[src/sv/whp_pkg.sv]
// Shared types and codes for the wave header parser.
// No dependencies; imported by whp_out_reg and wave_header_parser.
`default_nettype none

package whp_pkg;

  // Parse outcome codes
  typedef enum logic [2:0] {
    ST_OK        = 3'd0,
    ST_BAD_RIFF  = 3'd1,
    ST_BAD_WAVE  = 3'd2,
    ST_FMT_SMALL = 3'd3,
    ST_BAD_CHAN  = 3'd4,
    ST_TRUNC     = 3'd5
  } status_t;

  // One header result
  typedef struct packed {
    status_t     status;
    logic [15:0] format_tag;
    logic [1:0]  channel_count;
    logic [31:0] sample_rate;
    logic [15:0] bits_per_sample;
    logic        signed_samples;
    logic [31:0] data_length;
  } result_t;

  localparam int unsigned OutDataW = 104;

  // Packs a result into the stream word, first field in the lowest bits
  function automatic logic [OutDataW-1:0] pack_result(result_t r);
    logic [OutDataW-1:0] w;
    w = '0;
    w[2:0]    = r.status;
    w[18:3]   = r.format_tag;
    w[20:19]  = r.channel_count;
    w[52:21]  = r.sample_rate;
    w[68:53]  = r.bits_per_sample;
    w[69]     = r.signed_samples;
    w[101:70] = r.data_length;
    return w;
  endfunction

endpackage

`default_nettype wire

[src/sv/whp_out_reg.sv]
// Result register for the wave header parser: holds one result for the
// downstream side. Depends on whp_pkg.
`default_nettype none

module whp_out_reg
  import whp_pkg::*;
(
  input  wire logic                clk,
  input  wire logic                rst_n,
  input  wire logic                load,
  input  wire result_t             load_data,
  output logic                     room,
  output logic                     out_tvalid,
  input  wire logic                out_tready,
  output logic [OutDataW-1:0]      out_tdata
);

  logic    valid_r;
  result_t data_r;

  // Free when empty or when the held result leaves this cycle
  assign room = !valid_r || out_tready;

  // Valid flag
  always_ff @(posedge clk) begin
    if (!rst_n) begin
      valid_r <= 1'b0;
    end else if (room) begin
      valid_r <= load;
    end
  end

  // Payload, no reset
  always_ff @(posedge clk) begin
    if (room && load) begin
      data_r <= load_data;
    end
  end

  assign out_tvalid = valid_r;
  assign out_tdata  = pack_result(data_r);

endmodule

`default_nettype wire

[src/sv/wave_header_parser.sv]
// Top level of the RIFF wave header parser: byte-wise parse state machine
// feeding the result register. Depends on whp_pkg and whp_out_reg.
//
//  channel  | direction | payload
//  ---------+-----------+-----------------------------------------------
//  in_      | slave     | tdata: data_byte; tuser: start_of_file;
//           |           | tlast: end_of_stream
//  out_     | master    | tdata: status .. data_length, one header result
//
// One byte request is taken every cycle while in_tready is high; its combinational parse step sits
// between the accepted byte and the result register.
// A result appears on out_ in the cycle after the byte that completes it is accepted.
// in_tready drops only while a result is held and out_tready is low.
// Reset puts the parser in the idle phase, waiting for a start of file.
`default_nettype none

module wave_header_parser
  import whp_pkg::*;
(
  input  wire logic                clk,
  input  wire logic                rst_n,
  input  wire logic                in_tvalid,
  output logic                     in_tready,
  input  wire logic [7:0]          in_tdata,   // [7:0] data_byte
  input  wire logic                in_tuser,   // [0] start_of_file
  input  wire logic                in_tlast,   // end_of_stream
  output logic                     out_tvalid,
  input  wire logic                out_tready,
  output logic [OutDataW-1:0]      out_tdata   // [2:0] status, [18:3] format_tag,
                                               // [20:19] channel_count,
                                               // [52:21] sample_rate,
                                               // [68:53] bits_per_sample,
                                               // [69] signed_samples,
                                               // [101:70] data_length
);

  typedef enum logic [3:0] {
    PH_IDLE, PH_RIFF, PH_RSIZE, PH_WAVE, PH_FLEN, PH_FTAG, PH_CHAN, PH_RATE,
    PH_AVG, PH_ALIGN, PH_BITS, PH_FEXTRA, PH_CID, PH_CLEN, PH_CSKIP, PH_DONE
  } phase_t;

  localparam logic [7:0] RiffId [4] = '{8'h52, 8'h49, 8'h46, 8'h46};
  localparam logic [7:0] WaveId [8] = '{8'h57, 8'h41, 8'h56, 8'h45,
                                        8'h66, 8'h6d, 8'h74, 8'h20};
  localparam logic [7:0] DataId [4] = '{8'h64, 8'h61, 8'h74, 8'h61};
  localparam logic [31:0] FmtMin = 32'd16;

  phase_t      phase_r,  phase_nxt;
  logic [2:0]  idx_r,    idx_nxt;
  logic [31:0] fs_r,     fs_nxt;
  logic [31:0] skip_r,   skip_nxt;
  logic        cid_r,    cid_nxt;
  logic [15:0] tag_r,    tag_nxt;
  logic [1:0]  chan_r,   chan_nxt;
  logic [31:0] rate_r,   rate_nxt;
  logic [15:0] bits_r,   bits_nxt;

  logic        in_accept;
  logic        room;
  logic        res_valid;
  result_t     res;

  assign in_tready = room;
  assign in_accept = in_tvalid && in_tready;

  // Parse step for one byte
  always_comb begin
    phase_t      p;
    logic [2:0]  idx;
    logic [31:0] fs, skip, fs_g, skip_dec;
    logic        cid, match_riff, match_wave, match_data;
    logic [3:0]  idx_inc;
    logic [2:0]  idx_adv;
    logic        last2, last4, last8;
    logic [15:0] tag, bits;
    logic [1:0]  chan;
    logic [31:0] rate;

    // Start of file clears the parse first
    p    = in_tuser ? PH_RIFF : phase_r;
    idx  = in_tuser ? 3'd0    : idx_r;
    fs   = in_tuser ? 32'd0   : fs_r;
    skip = in_tuser ? 32'd0   : skip_r;
    cid  = in_tuser ? 1'b1    : cid_r;
    tag  = in_tuser ? 16'd0   : tag_r;
    chan = in_tuser ? 2'd0    : chan_r;
    rate = in_tuser ? 32'd0   : rate_r;
    bits = in_tuser ? 16'd0   : bits_r;

    fs_g     = fs | (32'(in_tdata) << {idx[1:0], 3'b000});
    idx_inc  = {1'b0, idx} + 4'd1;
    idx_adv  = idx_inc[2:0];
    last2    = idx_inc >= 4'd2;
    last4    = idx_inc >= 4'd4;
    last8    = idx_inc >= 4'd8;
    skip_dec = (skip != 32'd0) ? skip - 32'd1 : 32'd0;
    match_riff = in_tdata == RiffId[idx[1:0]];
    match_wave = in_tdata == WaveId[idx];
    match_data = in_tdata == DataId[idx[1:0]];

    phase_nxt = p;
    idx_nxt   = idx;
    fs_nxt    = fs;
    skip_nxt  = skip;
    cid_nxt   = cid;
    tag_nxt   = tag;
    chan_nxt  = chan;
    rate_nxt  = rate;
    bits_nxt  = bits;
    res_valid = 1'b0;
    res       = '0;
    res.status = ST_OK;

    if (p != PH_IDLE && p != PH_DONE && in_tlast) begin
      // Stream ended inside the header
      res_valid  = 1'b1;
      res.status = ST_TRUNC;
      phase_nxt  = PH_DONE;
    end else begin
      unique case (p)
        PH_IDLE, PH_DONE: begin
        end
        PH_RIFF: begin
          cid_nxt = cid && match_riff;
          idx_nxt = last4 ? 3'd0 : idx_adv;
          if (last4) begin
            fs_nxt = 32'd0;
            if (!(cid && match_riff)) begin
              res_valid  = 1'b1;
              res.status = ST_BAD_RIFF;
              phase_nxt  = PH_DONE;
            end else begin
              phase_nxt = PH_RSIZE;
            end
          end
        end
        PH_RSIZE: begin
          fs_nxt  = fs_g;
          idx_nxt = last4 ? 3'd0 : idx_adv;
          if (last4) begin
            fs_nxt    = 32'd0;
            cid_nxt   = 1'b1;
            phase_nxt = PH_WAVE;
          end
        end
        PH_WAVE: begin
          cid_nxt = cid && match_wave;
          idx_nxt = last8 ? 3'd0 : idx_adv;
          if (last8) begin
            fs_nxt = 32'd0;
            if (!(cid && match_wave)) begin
              res_valid  = 1'b1;
              res.status = ST_BAD_WAVE;
              phase_nxt  = PH_DONE;
            end else begin
              phase_nxt = PH_FLEN;
            end
          end
        end
        PH_FLEN: begin
          fs_nxt  = fs_g;
          idx_nxt = last4 ? 3'd0 : idx_adv;
          if (last4) begin
            fs_nxt = 32'd0;
            if (fs_g < FmtMin) begin
              res_valid  = 1'b1;
              res.status = ST_FMT_SMALL;
              phase_nxt  = PH_DONE;
            end else begin
              skip_nxt  = fs_g - FmtMin;
              phase_nxt = PH_FTAG;
            end
          end
        end
        PH_FTAG: begin
          fs_nxt  = fs_g;
          idx_nxt = last2 ? 3'd0 : idx_adv;
          if (last2) begin
            tag_nxt   = fs_g[15:0];
            fs_nxt    = 32'd0;
            phase_nxt = PH_CHAN;
          end
        end
        PH_CHAN: begin
          fs_nxt  = fs_g;
          idx_nxt = last2 ? 3'd0 : idx_adv;
          if (last2) begin
            fs_nxt = 32'd0;
            if (fs_g != 32'd1 && fs_g != 32'd2) begin
              res_valid  = 1'b1;
              res.status = ST_BAD_CHAN;
              phase_nxt  = PH_DONE;
            end else begin
              chan_nxt  = fs_g[1:0];
              phase_nxt = PH_RATE;
            end
          end
        end
        PH_RATE: begin
          fs_nxt  = fs_g;
          idx_nxt = last4 ? 3'd0 : idx_adv;
          if (last4) begin
            rate_nxt  = fs_g;
            fs_nxt    = 32'd0;
            phase_nxt = PH_AVG;
          end
        end
        PH_AVG: begin
          fs_nxt  = fs_g;
          idx_nxt = last4 ? 3'd0 : idx_adv;
          if (last4) begin
            fs_nxt    = 32'd0;
            phase_nxt = PH_ALIGN;
          end
        end
        PH_ALIGN: begin
          fs_nxt  = fs_g;
          idx_nxt = last2 ? 3'd0 : idx_adv;
          if (last2) begin
            fs_nxt    = 32'd0;
            phase_nxt = PH_BITS;
          end
        end
        PH_BITS: begin
          fs_nxt  = fs_g;
          idx_nxt = last2 ? 3'd0 : idx_adv;
          if (last2) begin
            bits_nxt = fs_g[15:0];
            fs_nxt   = 32'd0;
            if (skip != 32'd0) begin
              phase_nxt = PH_FEXTRA;
            end else begin
              phase_nxt = PH_CID;
              idx_nxt   = 3'd0;
              cid_nxt   = 1'b1;
            end
          end
        end
        PH_FEXTRA, PH_CSKIP: begin
          skip_nxt = skip_dec;
          if (skip_dec == 32'd0) begin
            phase_nxt = PH_CID;
            idx_nxt   = 3'd0;
            cid_nxt   = 1'b1;
          end
        end
        PH_CID: begin
          cid_nxt = cid && match_data;
          idx_nxt = last4 ? 3'd0 : idx_adv;
          if (last4) begin
            fs_nxt    = 32'd0;
            phase_nxt = PH_CLEN;
          end
        end
        PH_CLEN: begin
          fs_nxt  = fs_g;
          idx_nxt = last4 ? 3'd0 : idx_adv;
          if (last4) begin
            fs_nxt = 32'd0;
            if (cid) begin
              // Data chunk found: header result
              res_valid           = 1'b1;
              res.status          = ST_OK;
              res.format_tag      = tag;
              res.channel_count   = chan;
              res.sample_rate     = rate;
              res.bits_per_sample = bits;
              res.signed_samples  = bits != 16'd8;
              res.data_length     = fs_g;
              phase_nxt           = PH_DONE;
            end else begin
              skip_nxt = fs_g;
              if (fs_g != 32'd0) begin
                phase_nxt = PH_CSKIP;
              end else begin
                phase_nxt = PH_CID;
                idx_nxt   = 3'd0;
                cid_nxt   = 1'b1;
              end
            end
          end
        end
      endcase
    end
  end

  // Parse state, updated per accepted byte
  always_ff @(posedge clk) begin
    if (!rst_n) begin
      phase_r <= PH_IDLE;
      idx_r   <= 3'd0;
      fs_r    <= 32'd0;
      skip_r  <= 32'd0;
      cid_r   <= 1'b0;
      tag_r   <= 16'd0;
      chan_r  <= 2'd0;
      rate_r  <= 32'd0;
      bits_r  <= 16'd0;
    end else if (in_accept) begin
      phase_r <= phase_nxt;
      idx_r   <= idx_nxt;
      fs_r    <= fs_nxt;
      skip_r  <= skip_nxt;
      cid_r   <= cid_nxt;
      tag_r   <= tag_nxt;
      chan_r  <= chan_nxt;
      rate_r  <= rate_nxt;
      bits_r  <= bits_nxt;
    end
  end

  // Result register
  whp_out_reg u_out (
    .clk        (clk),
    .rst_n      (rst_n),
    .load       (in_accept && res_valid),
    .load_data  (res),
    .room       (room),
    .out_tvalid (out_tvalid),
    .out_tready (out_tready),
    .out_tdata  (out_tdata)
  );

  // Checks
  a_done_after_result: assert property (@(posedge clk) disable iff (!rst_n)
    (in_accept && res_valid) |=> (phase_r == PH_DONE))
    else $error("parser not done after a result");

  a_error_fields_zero: assert property (@(posedge clk) disable iff (!rst_n)
    (out_tvalid && out_tdata[2:0] != ST_OK) |->
      (out_tdata[101:3] == 99'd0))
    else $error("error result carries header fields");

  a_ok_channels: assert property (@(posedge clk) disable iff (!rst_n)
    (out_tvalid && out_tdata[2:0] == ST_OK) |->
      (out_tdata[20:19] == 2'd1 || out_tdata[20:19] == 2'd2))
    else $error("ok result with bad channel count");

  a_stall_only_when_full: assert property (@(posedge clk) disable iff (!rst_n)
    !in_tready |-> (out_tvalid && !out_tready))
    else $error("input stalled without a held result");

endmodule

`default_nettype wire
[config.mk]
export PLATFORM = sky130hd
export DESIGN_NAME = wave_header_parser
export DESIGN_NICKNAME = d
export VERILOG_FILES = /design/src/sv/whp_pkg.sv /design/src/sv/whp_out_reg.sv /design/src/sv/wave_header_parser.sv
export SDC_FILE = /design/constraint.sdc
export NUM_CORES = 1
export LEC_CHECK = 0
export BUFFER_PORTS_ARGS = -buffer_cell sky130_fd_sc_hd__buf_2
export CORE_UTILIZATION = 37
export DETAILED_ROUTE_END_ITERATION = 8
export GPL_TIMING_DRIVEN = 1
export PLACE_DENSITY = 0.52
export SETUP_SLACK_MARGIN = 0.1
export SLEW_MARGIN = 20
export SYNTH_ARGS = -nofsm -noshare
export SYNTH_HDL_FRONTEND = slang
export SYNTH_SLANG_ARGS = --single-unit
[constraint.sdc]
create_clock -name clk -period 11.7 [get_ports clk]
set_input_delay 1.755 -clock clk [delete_from_list [all_inputs] [get_ports clk]]
set_output_delay 1.755 -clock clk [all_outputs]
set_load 0.005 [all_outputs]
==> flow_metrics.tcl <==
set metrics [dict create \
    drt-total-wl_um 51300 \
    postCtsSetupBuffers 0 \
    worst_path_max_delay_cell "nor4b_1" \
    power_density_nw_per_um2 132.6 \
    synth_seq_area_share_pct 42.17 \
    root_buffer "clkbuf_16" \
    max_stage_delay_ps 670 \
    pin_count 120 \
    vias 13290 \
    ys_seq_elements 241 \
    grt_max_degree 76 \
    syn_area_per_cell_um2 8.540 \
    crit_path_max_fanout 68 \
    cts_tree "yes" \
    synth.top_cell.area_share_pct 22.10 \
    endpoint_kind "flop" \
    drt_iter0_markers 1552 \
    synth_cell_types 92 \
    critPathArrivalTime_ps 7090 \
    yosysTopAreaCell "edfxtp_1" \
    wl_per_cell_um 23.81 \
    antenna_found_initial 0 \
    period_share_pct 58.73 \
    clk_pin_slew_ps 60 \
    required_ps 11920 \
    grt_pass1_vias 12100 \
    numCtsBuffers 27 \
    post-route-min-period_ps 6871 \
    drt_first_pass_iters 6 \
    finalPower_mw 2.066 \
    hold_violations 0 \
    cts.sinks 241 \
    ctsHoldBuffers 0 \
    routed_via_density 6.166 \
    crit_type "in2reg" \
    htreeDepth 1 \
    outcome "completed" \
    synth.cell_area_um2 13860 \
    grt_setup_unrepaired "no" \
    coreArea_um2 36700 \
    setup_tns_ps 0 \
    post-place-ws_ps 4072 \
    start_kind "input port" \
    synth_edf_count 102 \
    core.rowCount 70 \
    synth_area_leaders "edfxtp_1 (22%), dfxtp_1 (20%), nor2_1 (5.9%)" \
    slew_violations 0 \
    cp_cell_sequence "buf_4 > inv_2 > buf_4 > a22oi_1 > ha_1 > o211ai_1 > nor4_2 > nand4_1 > or2_1 > o21ai_0 > nor4b_1 > nor2_4 > buf_4" \
    overflow 0 \
    fin_nets 1693 \
    worst_pin_slew_ps 970.7 \
    p_leak_nw 5.629 \
    hp-class "reg2reg" \
    synth_ff_type "dfxtp_1" \
    synth_cells 1623 \
    start_util_pct 37.77 \
    skew_ps 22.25 \
    area_delta_synth_final_pct 12.38 \
    yosysMostFrequentCell "nor2_1" \
    ant_nets 0 \
    dp_hpwl_um 34970 \
    clk-insertion-delay-late_ps 570 \
    peakVddDrop_uv 76.25 \
    numPortBuffers 117 \
    crit_top_cell "buf_4" \
    dieArea_um2 38240 \
    cap_violations 0 \
    cts_resized 0 \
    grt_pass1_wl_um 77580 \
    diodes 0 \
    die_w_um 195.6 \
    setup_slack_ps 4829 \
    grt_use_total_pct 26.29 \
    drive_gt1_share_pct 14.23 \
    place_congestion 0.9439 \
    ys.warnings.count 0 \
    setup_viol_count_final 0 \
    die_h_um 195.6 \
    max_freq_mhz 145.5 \
    async_reset_ff_share_pct 0 \
    cts_buffer_depth 3 \
    drc 0 \
    slew_headroom_pct 35.05 \
    synth_common_cells "nor2_1 (218), dfxtp_1 (139), nand2_1 (113)" \
]
-- worst paths after layout --
path,start,to,slack (ps),depth (start not counted)
hold / removal,tag_r[9],tag_r[9],490,2
setup / recovery,in_tuser,u_out.out_tdata[1],4830,13
setup reg to reg,idx_r[0],u_out.out_tdata[1],6140,12
hold reg to reg,tag_r[9],tag_r[9],490,2
-- layer usage --
layer / GRT usage, % / wire, µm / vias up
met3: 4.473 / 4897 / 106
li1: - / - / 6086
met5: 0 / 0 / -
met2: 39.79 / 22230 / 716
met1: 38.43 / 22860 / 6380
met4: 6.853 / 1318 / 0
-- kinds of logic after synthesis --
family	after synthesis	share of synthesized area [%]
other	1	0.02705
multiplexers	9	0.6500
XOR/XNOR	48	3.033
AO/OA/AOI/OAI	495	23.65
AND/OR/NAND/NOR	648	23.64
adder cells (fa/ha/maj)	14	1.246
buffers and inverters	167	5.579
flip-flops	241	42.17
-- placed cells by master (no fill, tap or decap), types with 13 or more instances in the layout --
cell type	Yosys	final
nor2_1	218	217
dfxtp_1	139	139
buf_2	12	116
nand2_1	113	113
o21ai_0	104	104
edfxtp_1	102	102
a21oi_1	97	97
a22oi_1	93	93
and2_1	82	82
nor3_1	50	47
buf_4	3	41
a31oi_1	37	37
nor2b_1	29	29
nand3_1	29	29
xnor2_1	27	27
clkbuf_16	0	27
nor4_1	25	24
xor2_1	21	21
inv_1	20	20
nand4_1	16	16
o211ai_1	15	15
a211oi_1	14	14
o22ai_1	13	13
ha_1	13	13
-- metrics by stage --
stage / hold slack (ps) / area (µm²) / util, % / instances
detailed placement: 471.5 / 14690 / 40.03 / 2104
global route: 510.5 / 15580 / 42.44 / 2155
finish: 486.8 / 15580 / 42.44 / 2155
global placement: 464.5 / 14690 / 40.03 / 2104
CTS: 489.3 / 15550 / 42.37 / 2154
floorplan: 445.5 / 13860 / - / 1624
-- report_power, final --
group | internal [mW] | total, mW | switching [mW]
clock | 0.470 | 0.841 | 0.371
sequential | 0.896 | 0.916 | 0.0201
combinational | 0.0959 | 0.309 | 0.213
total | 1.46 | 2.07 | 0.604
-- final cells by class --
| class | count | area [µm²] |
|---|---|---|
| Fill cell | 3656 | 21120 |
| Inverter | 22 | 83.83 |
| Multi-Input combinational cell | 1216 | 7293 |
| Clock inverter | 20 | 172.7 |
| Sequential cell | 241 | 5846 |
| Timing Repair Buffer | 158 | 908.4 |
| Clock buffer | 30 | 686.9 |
| Tap cell | 468 | 585.6 |
-- state kept, by name, summed over array words and instances (netlist names) --
name              flops
skip_r               32
phase_r               4
idx_r                 3
bits_r               16
tag_r                16
rate_r               32
u_out.out_tvalid      1
u_out.out_tdata     102
chan_r                2
fs_r                 32
cid_r                 1
-- worst max-delay path: cells and delay by family --
kind,cells,cell delay [ps]
AND/OR/NAND/NOR,5,2460
buffers and inverters,4,1250
AO/OA/AOI/OAI,3,1170
adder cells (fa/ha/maj),1,350
(Power assumes the default switching activity.)
